--- config.mk ---
export PLATFORM = sky130hd
export DESIGN_NAME = pid_differential_motor_drive
export DESIGN_NICKNAME = d
export VERILOG_FILES = /design/src/design/pdmd_pkg.sv /design/src/design/pdmd_regs.sv /design/src/design/pdmd_err.sv /design/src/design/pdmd_mul.sv /design/src/design/pdmd_drv.sv /design/src/design/pid_differential_motor_drive.sv
export SDC_FILE = /design/constraint.sdc
export NUM_CORES = 2
export LEC_CHECK = 0
export BUFFER_PORTS_ARGS = -buffer_cell sky130_fd_sc_hd__clkbuf_2
export CAP_MARGIN = 5
export CORE_UTILIZATION = 50
export DETAILED_ROUTE_END_ITERATION = 12
export MAX_ROUTING_LAYER = met4
export PLACE_DENSITY_LB_ADDON = 0.05
export SYNTH_ARGS = -nofsm -noshare
export SYNTH_HDL_FRONTEND = slang
export SYNTH_SLANG_ARGS = --single-unit
--- constraint.sdc ---
create_clock -name clk -period 10.7 [get_ports clk]
set_input_delay 1.07 -clock clk [delete_from_list [all_inputs] [get_ports clk]]
set_output_delay 1.07 -clock clk [all_outputs]
set_load 0.02 [all_outputs]
--- src/design/pdmd_pkg.sv ---
// Shared types, widths and register map for the PID differential motor drive.
// No dependencies; every other design file refers to this package by scoped names.
`default_nettype none

package pdmd_pkg;

  // Basic field widths
  localparam int SAMPLE_BITS = 10;
  localparam int FRAC_BITS   = 8;
  localparam int GAIN_BITS   = 25;
  localparam int DRIVE_BITS  = 20;
  localparam int LIMIT_BITS  = 16;
  localparam int DATA_W      = 32;
  localparam int ADDR_W      = 5;

  // Derived datapath widths
  localparam int ERR_W  = SAMPLE_BITS + 1;
  localparam int DER_W  = SAMPLE_BITS + 2;
  localparam int SUM_W  = ((LIMIT_BITS > SAMPLE_BITS) ? LIMIT_BITS : SAMPLE_BITS) + 2;
  localparam int PP_W   = GAIN_BITS + ERR_W;
  localparam int PI_W   = GAIN_BITS + SUM_W;
  localparam int PD_W   = GAIN_BITS + DER_W;
  localparam int ACC_W  = PI_W + 2;
  localparam int CORR_W = ACC_W - FRAC_BITS;
  localparam int DRV_W  = CORR_W + 2;

  typedef logic [SAMPLE_BITS-1:0]       sample_t;
  typedef logic signed [GAIN_BITS-1:0]  gain_t;
  typedef logic [DRIVE_BITS-1:0]        pulse_t;
  typedef logic [LIMIT_BITS-1:0]        limit_t;
  typedef logic signed [ERR_W-1:0]      err_t;
  typedef logic signed [DER_W-1:0]      der_t;
  typedef logic signed [SUM_W-1:0]      sum_t;
  typedef logic signed [PP_W-1:0]       pp_t;
  typedef logic signed [PI_W-1:0]       pi_t;
  typedef logic signed [PD_W-1:0]       pd_t;
  typedef logic signed [ACC_W-1:0]      acc_t;
  typedef logic signed [CORR_W-1:0]     corr_t;
  typedef logic signed [DRV_W-1:0]      drv_t;
  typedef logic [DRV_W-1:0]             mag_t;

  // Register index (byte address / 4)
  typedef enum logic [2:0] {
    REG_SETPOINT   = 3'd0,
    REG_PROP_GAIN  = 3'd1,
    REG_INTEG_GAIN = 3'd2,
    REG_DERIV_GAIN = 3'd3,
    REG_BASE_SPEED = 3'd4,
    REG_INTEG_LIM  = 3'd5,
    REG_PULSE_LIM  = 3'd6
  } reg_idx_t;

  // Reset values
  localparam sample_t RST_SETPOINT   = sample_t'(162);
  localparam gain_t   RST_PROP_GAIN  = gain_t'(2048000);
  localparam gain_t   RST_INTEG_GAIN = gain_t'(0);
  localparam gain_t   RST_DERIV_GAIN = gain_t'(5120);
  localparam pulse_t  RST_BASE_SPEED = pulse_t'(800000);
  localparam limit_t  RST_INTEG_LIM  = limit_t'(3000);
  localparam pulse_t  RST_PULSE_LIM  = pulse_t'(1000000);

  typedef struct packed {
    sample_t setpoint;
    gain_t   prop_gain;
    gain_t   integ_gain;
    gain_t   deriv_gain;
    pulse_t  base_speed;
    limit_t  integ_lim;
    pulse_t  pulse_lim;
  } cfg_t;

  typedef struct packed {
    logic   fwd;
    pulse_t pulse;
  } drive_out_t;

endpackage

`default_nettype wire

--- src/design/pdmd_regs.sv ---
// APB-style configuration register file for the motor drive.
// Depends on pdmd_pkg for the register map, reset values and cfg_t.
`default_nettype none

module pdmd_regs (
  input  wire logic                        clk,
  input  wire logic                        rst_n,
  input  wire logic                        psel,
  input  wire logic                        penable,
  input  wire logic                        pwrite,
  input  wire logic [pdmd_pkg::ADDR_W-1:0] paddr,
  input  wire logic [pdmd_pkg::DATA_W-1:0] pwdata,
  output logic      [pdmd_pkg::DATA_W-1:0] prdata,
  output logic                             pready,
  output pdmd_pkg::cfg_t                   cfg
);

  pdmd_pkg::cfg_t     cfg_r;
  pdmd_pkg::reg_idx_t idx;
  logic               wr_en;

  assign idx    = pdmd_pkg::reg_idx_t'(paddr[pdmd_pkg::ADDR_W-1:2]);
  assign wr_en  = psel & penable & pwrite;
  assign pready = 1'b1;
  assign cfg    = cfg_r;

  always_ff @(posedge clk) begin
    if (!rst_n) begin
      cfg_r.setpoint   <= pdmd_pkg::RST_SETPOINT;
      cfg_r.prop_gain  <= pdmd_pkg::RST_PROP_GAIN;
      cfg_r.integ_gain <= pdmd_pkg::RST_INTEG_GAIN;
      cfg_r.deriv_gain <= pdmd_pkg::RST_DERIV_GAIN;
      cfg_r.base_speed <= pdmd_pkg::RST_BASE_SPEED;
      cfg_r.integ_lim  <= pdmd_pkg::RST_INTEG_LIM;
      cfg_r.pulse_lim  <= pdmd_pkg::RST_PULSE_LIM;
    end else if (wr_en) begin
      case (idx)
        pdmd_pkg::REG_SETPOINT:   cfg_r.setpoint   <= pwdata[pdmd_pkg::SAMPLE_BITS-1:0];
        pdmd_pkg::REG_PROP_GAIN:  cfg_r.prop_gain  <= pwdata[pdmd_pkg::GAIN_BITS-1:0];
        pdmd_pkg::REG_INTEG_GAIN: cfg_r.integ_gain <= pwdata[pdmd_pkg::GAIN_BITS-1:0];
        pdmd_pkg::REG_DERIV_GAIN: cfg_r.deriv_gain <= pwdata[pdmd_pkg::GAIN_BITS-1:0];
        pdmd_pkg::REG_BASE_SPEED: cfg_r.base_speed <= pwdata[pdmd_pkg::DRIVE_BITS-1:0];
        pdmd_pkg::REG_INTEG_LIM:  cfg_r.integ_lim  <= pwdata[pdmd_pkg::LIMIT_BITS-1:0];
        pdmd_pkg::REG_PULSE_LIM:  cfg_r.pulse_lim  <= pwdata[pdmd_pkg::DRIVE_BITS-1:0];
        default: ;
      endcase
    end
  end

  // Gains read back sign-extended, the rest zero-extended.
  always_comb begin
    case (idx)
      pdmd_pkg::REG_SETPOINT:
        prdata = {{(pdmd_pkg::DATA_W-pdmd_pkg::SAMPLE_BITS){1'b0}}, cfg_r.setpoint};
      pdmd_pkg::REG_PROP_GAIN:
        prdata = {{(pdmd_pkg::DATA_W-pdmd_pkg::GAIN_BITS){cfg_r.prop_gain[pdmd_pkg::GAIN_BITS-1]}},
                  cfg_r.prop_gain};
      pdmd_pkg::REG_INTEG_GAIN:
        prdata = {{(pdmd_pkg::DATA_W-pdmd_pkg::GAIN_BITS){cfg_r.integ_gain[pdmd_pkg::GAIN_BITS-1]}},
                  cfg_r.integ_gain};
      pdmd_pkg::REG_DERIV_GAIN:
        prdata = {{(pdmd_pkg::DATA_W-pdmd_pkg::GAIN_BITS){cfg_r.deriv_gain[pdmd_pkg::GAIN_BITS-1]}},
                  cfg_r.deriv_gain};
      pdmd_pkg::REG_BASE_SPEED:
        prdata = {{(pdmd_pkg::DATA_W-pdmd_pkg::DRIVE_BITS){1'b0}}, cfg_r.base_speed};
      pdmd_pkg::REG_INTEG_LIM:
        prdata = {{(pdmd_pkg::DATA_W-pdmd_pkg::LIMIT_BITS){1'b0}}, cfg_r.integ_lim};
      pdmd_pkg::REG_PULSE_LIM:
        prdata = {{(pdmd_pkg::DATA_W-pdmd_pkg::DRIVE_BITS){1'b0}}, cfg_r.pulse_lim};
      default:
        prdata = '0;
    endcase
  end

endmodule

`default_nettype wire

--- src/design/pdmd_err.sv ---
// Error stage: forms error, clamped error sum and derivative, and holds the PID state.
// Depends on pdmd_pkg for widths and cfg_t.
`default_nettype none

module pdmd_err (
  input  wire logic                   clk,
  input  wire logic                   rst_n,
  input  pdmd_pkg::cfg_t              cfg,
  input  wire logic                   up_valid,
  output logic                        up_ready,
  input  pdmd_pkg::sample_t           position,
  output logic                        dn_valid,
  input  wire logic                   dn_ready,
  output pdmd_pkg::err_t              err,
  output pdmd_pkg::sum_t              sum,
  output pdmd_pkg::der_t              der
);

  logic             valid_r;
  pdmd_pkg::err_t   last_error_r;
  pdmd_pkg::sum_t   error_sum_r;
  pdmd_pkg::der_t   der_r;
  pdmd_pkg::err_t   err_nxt;
  pdmd_pkg::sum_t   sum_raw;
  pdmd_pkg::sum_t   lim;
  pdmd_pkg::sum_t   error_sum_nxt;
  pdmd_pkg::der_t   der_nxt;
  logic             take;

  assign up_ready = !valid_r || dn_ready;
  assign take     = up_valid && up_ready;

  assign err_nxt = pdmd_pkg::err_t'(cfg.setpoint) - pdmd_pkg::err_t'(position);
  assign sum_raw = error_sum_r + pdmd_pkg::sum_t'(err_nxt);
  assign lim     = pdmd_pkg::sum_t'(cfg.integ_lim);
  assign der_nxt = pdmd_pkg::der_t'(err_nxt) - pdmd_pkg::der_t'(last_error_r);

  always_comb begin
    if (sum_raw > lim) begin
      error_sum_nxt = lim;
    end else if (sum_raw < -lim) begin
      error_sum_nxt = -lim;
    end else begin
      error_sum_nxt = sum_raw;
    end
  end

  // The state registers double as this stage's output: they only move on accept.
  always_ff @(posedge clk) begin
    if (!rst_n) begin
      valid_r      <= 1'b0;
      last_error_r <= '0;
      error_sum_r  <= '0;
    end else begin
      if (up_ready) begin
        valid_r <= up_valid;
      end
      if (take) begin
        last_error_r <= err_nxt;
        error_sum_r  <= error_sum_nxt;
      end
    end
  end

  always_ff @(posedge clk) begin
    if (take) begin
      der_r <= der_nxt;
    end
  end

  assign dn_valid = valid_r;
  assign err      = last_error_r;
  assign sum      = error_sum_r;
  assign der      = der_r;

endmodule

`default_nettype wire

--- src/design/pdmd_mul.sv ---
// Product stage: three signed gain multiplies, each registered.
// Depends on pdmd_pkg for widths and cfg_t.
`default_nettype none

module pdmd_mul (
  input  wire logic       clk,
  input  wire logic       rst_n,
  input  pdmd_pkg::cfg_t  cfg,
  input  wire logic       up_valid,
  output logic            up_ready,
  input  pdmd_pkg::err_t  err,
  input  pdmd_pkg::sum_t  sum,
  input  pdmd_pkg::der_t  der,
  output logic            dn_valid,
  input  wire logic       dn_ready,
  output pdmd_pkg::pp_t   prod_p,
  output pdmd_pkg::pi_t   prod_i,
  output pdmd_pkg::pd_t   prod_d
);

  logic           valid_r;
  pdmd_pkg::pp_t  prod_p_r;
  pdmd_pkg::pi_t  prod_i_r;
  pdmd_pkg::pd_t  prod_d_r;

  assign up_ready = !valid_r || dn_ready;

  always_ff @(posedge clk) begin
    if (!rst_n) begin
      valid_r <= 1'b0;
    end else if (up_ready) begin
      valid_r <= up_valid;
    end
  end

  // Sign-extend both operands to the full product width.
  always_ff @(posedge clk) begin
    if (up_ready && up_valid) begin
      prod_p_r <= pdmd_pkg::pp_t'(cfg.prop_gain) * pdmd_pkg::pp_t'(err);
      prod_i_r <= pdmd_pkg::pi_t'(cfg.integ_gain) * pdmd_pkg::pi_t'(sum);
      prod_d_r <= pdmd_pkg::pd_t'(cfg.deriv_gain) * pdmd_pkg::pd_t'(der);
    end
  end

  assign dn_valid = valid_r;
  assign prod_p   = prod_p_r;
  assign prod_i   = prod_i_r;
  assign prod_d   = prod_d_r;

endmodule

`default_nettype wire

--- src/design/pdmd_drv.sv ---
// Drive stages: sum products into the correction, then form and saturate both drives.
// Depends on pdmd_pkg for widths, cfg_t and drive_out_t.
`default_nettype none

module pdmd_drv (
  input  wire logic          clk,
  input  wire logic          rst_n,
  input  pdmd_pkg::cfg_t     cfg,
  input  wire logic          up_valid,
  output logic               up_ready,
  input  pdmd_pkg::pp_t      prod_p,
  input  pdmd_pkg::pi_t      prod_i,
  input  pdmd_pkg::pd_t      prod_d,
  output logic               dn_valid,
  input  wire logic          dn_ready,
  output pdmd_pkg::drive_out_t left,
  output pdmd_pkg::drive_out_t right
);

  logic                  corr_valid_r;
  pdmd_pkg::corr_t       corr_r;
  pdmd_pkg::acc_t        acc;
  logic                  corr_ready;
  logic                  out_valid_r;
  pdmd_pkg::drive_out_t  left_r;
  pdmd_pkg::drive_out_t  right_r;
  pdmd_pkg::drv_t        left_drv;
  pdmd_pkg::drv_t        right_drv;

  function automatic pdmd_pkg::drive_out_t shape(input pdmd_pkg::drv_t d,
                                                 input pdmd_pkg::pulse_t lim);
    pdmd_pkg::mag_t       mag;
    pdmd_pkg::mag_t       lim_w;
    pdmd_pkg::drive_out_t o;
    mag   = d[pdmd_pkg::DRV_W-1] ? pdmd_pkg::mag_t'(-d) : pdmd_pkg::mag_t'(d);
    lim_w = pdmd_pkg::mag_t'(lim);
    o.fwd = ~d[pdmd_pkg::DRV_W-1];
    o.pulse = (mag > lim_w) ? lim : mag[pdmd_pkg::DRIVE_BITS-1:0];
    return o;
  endfunction

  assign corr_ready = !out_valid_r || dn_ready;
  assign up_ready   = !corr_valid_r || corr_ready;

  // Floor shift: drop the fraction bits of the signed sum.
  assign acc = pdmd_pkg::acc_t'(prod_p) + pdmd_pkg::acc_t'(prod_i) + pdmd_pkg::acc_t'(prod_d);

  assign left_drv  = pdmd_pkg::drv_t'(cfg.base_speed) - pdmd_pkg::drv_t'(corr_r);
  assign right_drv = pdmd_pkg::drv_t'(cfg.base_speed) + pdmd_pkg::drv_t'(corr_r);

  always_ff @(posedge clk) begin
    if (!rst_n) begin
      corr_valid_r <= 1'b0;
      out_valid_r  <= 1'b0;
    end else begin
      if (up_ready) begin
        corr_valid_r <= up_valid;
      end
      if (corr_ready) begin
        out_valid_r <= corr_valid_r;
      end
    end
  end

  always_ff @(posedge clk) begin
    if (up_ready && up_valid) begin
      corr_r <= acc[pdmd_pkg::ACC_W-1:pdmd_pkg::FRAC_BITS];
    end
    if (corr_ready && corr_valid_r) begin
      left_r  <= shape(left_drv, cfg.pulse_lim);
      right_r <= shape(right_drv, cfg.pulse_lim);
    end
  end

  assign dn_valid = out_valid_r;
  assign left     = left_r;
  assign right    = right_r;

endmodule

`default_nettype wire

--- src/design/pid_differential_motor_drive.sv ---
// PID differential motor drive, top level.
// Throughput: one transaction per cycle; four register stages (error, products,
//   correction, drive) each hold one transaction and stall only when full and blocked.
// Reset (rst_n, synchronous, active low): all stages empty, error state zero,
//   configuration registers at their documented defaults.
`default_nettype none

module pid_differential_motor_drive (
  input  wire logic                        clk,
  input  wire logic                        rst_n,
  // Input sample channel
  input  wire logic                        in_valid,
  output logic                             in_ready,
  input  wire logic [pdmd_pkg::SAMPLE_BITS-1:0] in_position,
  // Result channel
  output logic                             out_valid,
  input  wire logic                        out_ready,
  output logic                             out_left_forward,
  output logic [pdmd_pkg::DRIVE_BITS-1:0]  out_left_pulse,
  output logic                             out_right_forward,
  output logic [pdmd_pkg::DRIVE_BITS-1:0]  out_right_pulse,
  // Configuration port
  input  wire logic                        psel,
  input  wire logic                        penable,
  input  wire logic                        pwrite,
  input  wire logic [pdmd_pkg::ADDR_W-1:0] paddr,
  input  wire logic [pdmd_pkg::DATA_W-1:0] pwdata,
  output logic      [pdmd_pkg::DATA_W-1:0] prdata,
  output logic                             pready
);

  pdmd_pkg::cfg_t       cfg;

  // Error stage -> product stage
  logic                 e_valid;
  logic                 e_ready;
  pdmd_pkg::err_t       e_err;
  pdmd_pkg::sum_t       e_sum;
  pdmd_pkg::der_t       e_der;

  // Product stage -> drive stages
  logic                 m_valid;
  logic                 m_ready;
  pdmd_pkg::pp_t        m_prod_p;
  pdmd_pkg::pi_t        m_prod_i;
  pdmd_pkg::pd_t        m_prod_d;

  pdmd_pkg::drive_out_t left;
  pdmd_pkg::drive_out_t right;

  // Configuration registers; write only while the pipeline is drained (not enforced here).
  pdmd_regs u_regs (
    .clk     (clk),
    .rst_n   (rst_n),
    .psel    (psel),
    .penable (penable),
    .pwrite  (pwrite),
    .paddr   (paddr),
    .pwdata  (pwdata),
    .prdata  (prdata),
    .pready  (pready),
    .cfg     (cfg)
  );

  // Stage 1: error, clamped integral and derivative. The integral feedback
  // closes within this stage, so back-to-back samples see the fresh state.
  pdmd_err u_err (
    .clk      (clk),
    .rst_n    (rst_n),
    .cfg      (cfg),
    .up_valid (in_valid),
    .up_ready (in_ready),
    .position (in_position),
    .dn_valid (e_valid),
    .dn_ready (e_ready),
    .err      (e_err),
    .sum      (e_sum),
    .der      (e_der)
  );

  // Stage 2: three independent gain multiplies, registered.
  pdmd_mul u_mul (
    .clk      (clk),
    .rst_n    (rst_n),
    .cfg      (cfg),
    .up_valid (e_valid),
    .up_ready (e_ready),
    .err      (e_err),
    .sum      (e_sum),
    .der      (e_der),
    .dn_valid (m_valid),
    .dn_ready (m_ready),
    .prod_p   (m_prod_p),
    .prod_i   (m_prod_i),
    .prod_d   (m_prod_d)
  );

  // Stages 3 and 4: add and shift into the correction, then split into
  // left/right drives with direction and saturated magnitude. The last
  // register is the output register; hold it until out_ready.
  pdmd_drv u_drv (
    .clk      (clk),
    .rst_n    (rst_n),
    .cfg      (cfg),
    .up_valid (m_valid),
    .up_ready (m_ready),
    .prod_p   (m_prod_p),
    .prod_i   (m_prod_i),
    .prod_d   (m_prod_d),
    .dn_valid (out_valid),
    .dn_ready (out_ready),
    .left     (left),
    .right    (right)
  );

  assign out_left_forward  = left.fwd;
  assign out_left_pulse    = left.pulse;
  assign out_right_forward = right.fwd;
  assign out_right_pulse   = right.pulse;

endmodule

`default_nettype wire

==> results by group <==
Finish
  – Post-route cell area: between 60000 and 70000 µm²
  – FILL cells: between 10000 and 15000
  – Final net count: 8102
  – Area grow syn2layout: 6.17%
  – Share of cells above drive strength 1: under 10%

Setup path
  – Worst Path Required: about 11 ns
  – R2r startpoint: u_err.sum[14]
  – CP Launch Point: u_err.sum[14]
  – Buf/Inv on CP: 4
  – WP depth: 25
  – Worst Setup Path Type: reg2reg
  – CP max stage cell: dfxtp_1
  – Reg2Reg Depth: 25
  – CP Launch Type: flop
  – Worst-path fanout max: 19
  – Cell mode on critical path: fa_1
  – Worst Path Arrival: 9.10 ns
  – Max incr delay on CP: 0.98 ns
  – Crit path max-delay family: adder cells
  – CP Capture Type: flop

GRT
  – First-pass GRT wire length: about 290 mm
  – Tot GR Track Use: ~32%
  – Gr ovfl total: 0
  – Pin count of the biggest net entering global routing: about 120
  – Vias in the first global route: roughly 47000
  – Initial antenna violation count: 11

Drt
  – Routed length per instance: between 20 and 25 µm
  – Routed vias/inst: between 5 and 6
  – Routed wire length: approximately 190 mm
  – Initial DRC count: around 4000
  – Routed Antenna Nets: 0
  – DR pass1 iterations: 6
  – # DRC: 0
  – Vias: around 46000

Clock network
  – Worst-skew pair later-pin latency: 0.60 ns
  – Resized cells post-CTS: 0
  – # Post-CTS Setup Buffers: 0
  – Worst-path clk slew: about 0.060 ns
  – H-tree depth: 2
  – Total CTS buffers: between 40 and 50
  – Hold buffers post-CTS: 0
  – Clk root buf: clkbuf_16
  – CTS Sinks: 381
  – Clock tree from TritonCTS: yes
  – Clk buf depth: 3

Synthesis
  – Area of the mapped netlist: approximately 60000 µm²
  – YS warnings: 0
  – Xor and xnor area share after synthesis: roughly 4.3%
  – Post-Synth Simple-Gate Area: 15.9%
  – Share of flip-flops with an asynchronous set or reset: 0%
  – Synth Flop Type: edfxtp_1
  – Adder-cell area share of the yosys netlist: between 40% and 50%
  – Syn Inst Count: ~6600
  – Post-synthesis mux area share: roughly 1.8%
  – Sequential fraction of the synthesis area: 16.1%
  – Post-synthesis compound-gate area fraction: approximately a tenth
  – Mean post-synth cell area: 9.09 µm²
  – Synth Register Bits: around 380
  – Netlist cell types: 97
  – EDFF count, synth: 207
  – Post-Syn Nets: 8148
  – Largest family of logic cells by synthesized area: adder cells

STA
  – Minimum clock period: approximately 9 ns
  – Worst rel slew slack: 19.9%
  – Fmax: between 100 and 150 MHz
  – Crit share post-route: roughly four fifths
  – Final setup fails: 0
  – Slew @ Worst Pin: around 1.2 ns
  – Worst setup margin: 1.93 ns
  – RSZ-0062 raised after global routing: false
  – Count of pins over their slew limit: 0
  – Final Skew: 0.0199 ns
  – Hold Fails Final Rpt: 0
  – Setup total negative slack: 0 ns

Pwr
  – Leakage: 0.0284 µW
  – Switching Power: 4350 µW
  – PD cells: 142 nW/µm²
  – Comb pwr share: ~59%
  – Switching share of total power: a little under half
  – Pint: approximately 4800 µW
  – Clock Power Share: around 18%
  – Reg power frac: approximately a quarter
  – VDD IR max: about 120 µV

Floorplanning
  – Die W: around 350 µm
  – Core Area: ~120000 µm²
  – # rows: 127
  – Die Y: ~350 µm
  – Initial core utilization: between 50 and 60%
  – IO Pins: ~130
  – Die Footprint: ~120000 µm²

Run
  – Max Cap Viol: 0

Placed design
  – Port Buf Inserts: between 100 and 150
  – Dpl ws: 2.05 ns
  – Routability-driven placement congestion ratio: between 0.9 and 1
  – Post-DP HPWL: approximately 150 mm
  – Placed inst area: 62600 µm²

Hold path
  – HP Class: reg2reg
  – Hold Crit Depth: 2
  – Hold Crit Start: u_err.err[8]

Status
  – Status: complete, no violations
[final timing paths]
path,end,slack (ns)
setup / recovery,u_mul.prod_i[42],1.93
hold / removal,u_err.err[8],0.47
setup reg to reg,u_mul.prod_i[42],1.93
hold reg to reg,u_err.err[8],0.47
[through the flow]
stage | hold slack [ns] | cells | utilization [%] | power, µW
after global routing | 0.488 | 8241 | 53.5 | 9760
final | 0.466 | 8242 | 53.5 | 9120
after global placement | 0.454 | 8158 | 52.2 | 7440
after CTS | 0.468 | 8241 | 53.5 | 9110
after floorplan | 0.453 | 6639 | - | 5700
after detailed placement | 0.460 | 8158 | 52.2 | 7470
[registers in the layout, summed over array words and instances (netlist names)]
name                cells
u_mul.prod_p           36
u_err.der              12
u_mul.dn_valid          1
u_drv.dn_valid          1
u_regs.cfg            141
u_drv.left             21
u_err.sum              18
u_drv.corr_valid_r      1
u_err.err              11
u_drv.corr_r           37
u_mul.prod_i           43
u_mul.prod_d           37
u_drv.right            21
u_err.dn_valid          1
[cells by family (layout without fill, tap and decap cells)]
kind of cell	count (synthesis)	count (layout)
buffers and inverters	1486	1476
flip-flops	381	381
other	1	2
adder cells (fa/ha/maj)	1455	1455
AND/OR/NAND/NOR	2028	2028
XOR/XNOR	293	293
AO/OA/AOI/OAI	904	904
multiplexers	91	91
[tightest hold or removal path, delay by kind of cell, from the launching register on]
kind / cells / cell delay (ns)
compound gates: 1 / 0.06
simple gates: 1 / 0.05
flops: 1 / 0.31
[cell usage after synthesis (21+ instances only)]
cell         n  area share [%]
a211oi_1    21            0.26
a21boi_0   133             1.7
a21o_1      72            0.90
a21oi_1    235             1.9
a31oi_1     29            0.30
and2_1     399             4.1
and3_1      34            0.35
clkbuf_1   282             1.8
dfxtp_1    174             5.8
edfxtp_1   207              10
fa_1       999              33
ha_1       456             9.5
inv_1     1164             7.2
mux2_2      23            0.43
mux2i_1     26            0.43
nand2_1   1005             6.3
nand2b_1    74            0.77
nand3_1     85            0.70
nand4_1     32            0.33
nor2_1     208             1.3
nor2b_1     45            0.47
nor3_1      59            0.49
o211ai_1    38            0.47
o21a_1      47            0.58
o21ai_0    143             1.2
o21bai_1    29            0.36
xnor2_1    221             3.2
xor2_1      71             1.0
[power by group through the flow]
stage	Sequential, µW	Clock (µW)	Combinational, µW
after global routing	2140	1680	5950
after CTS	2120	1630	5360
after global placement	2150	0	5290
final	2130	1600	5390
after detailed placement	2150	0	5330
after floorplan	1960	0	3740
[cells in the final DEF (no fill, tap or decap), types with 47 or more instances in the layout]
master	count
nand3_1	85
o21a_1	47
clkbuf_2	119
a21oi_1	235
a21boi_0	132
a21o_1	72
nand2_1	1005
xor2_1	71
fa_1	999
xnor2_1	221
nor3_1	58
inv_1	1164
buf_4	106
dfxtp_1	172
nand2b_1	74
nor2_1	204
and2_1	399
edfxtp_1	207
o21ai_0	143
ha_1	456
[metal layers]
layer  global-route usage [%]  part of all wire, %
met5                        -                    0
met2                     50.2                   46
met4                     8.74                  3.1
met1                     44.5                   45
met3                     3.55                  6.4
[layout make-up]
cell class	instances	area (µm²)	area share (%)
diodes	1	2.50	0.00391
clock buffers	61	1270	1.98
clock inverters	22	228	0.355
inverters	1167	4380	6.84
multi-input cells	4772	45100	70.3
flip-flops and latches	381	9700	15.1
well taps	1612	2020	3.15
repair buffers	226	1410	2.20
No activity file was read; power rests on OpenSTA's default activity.
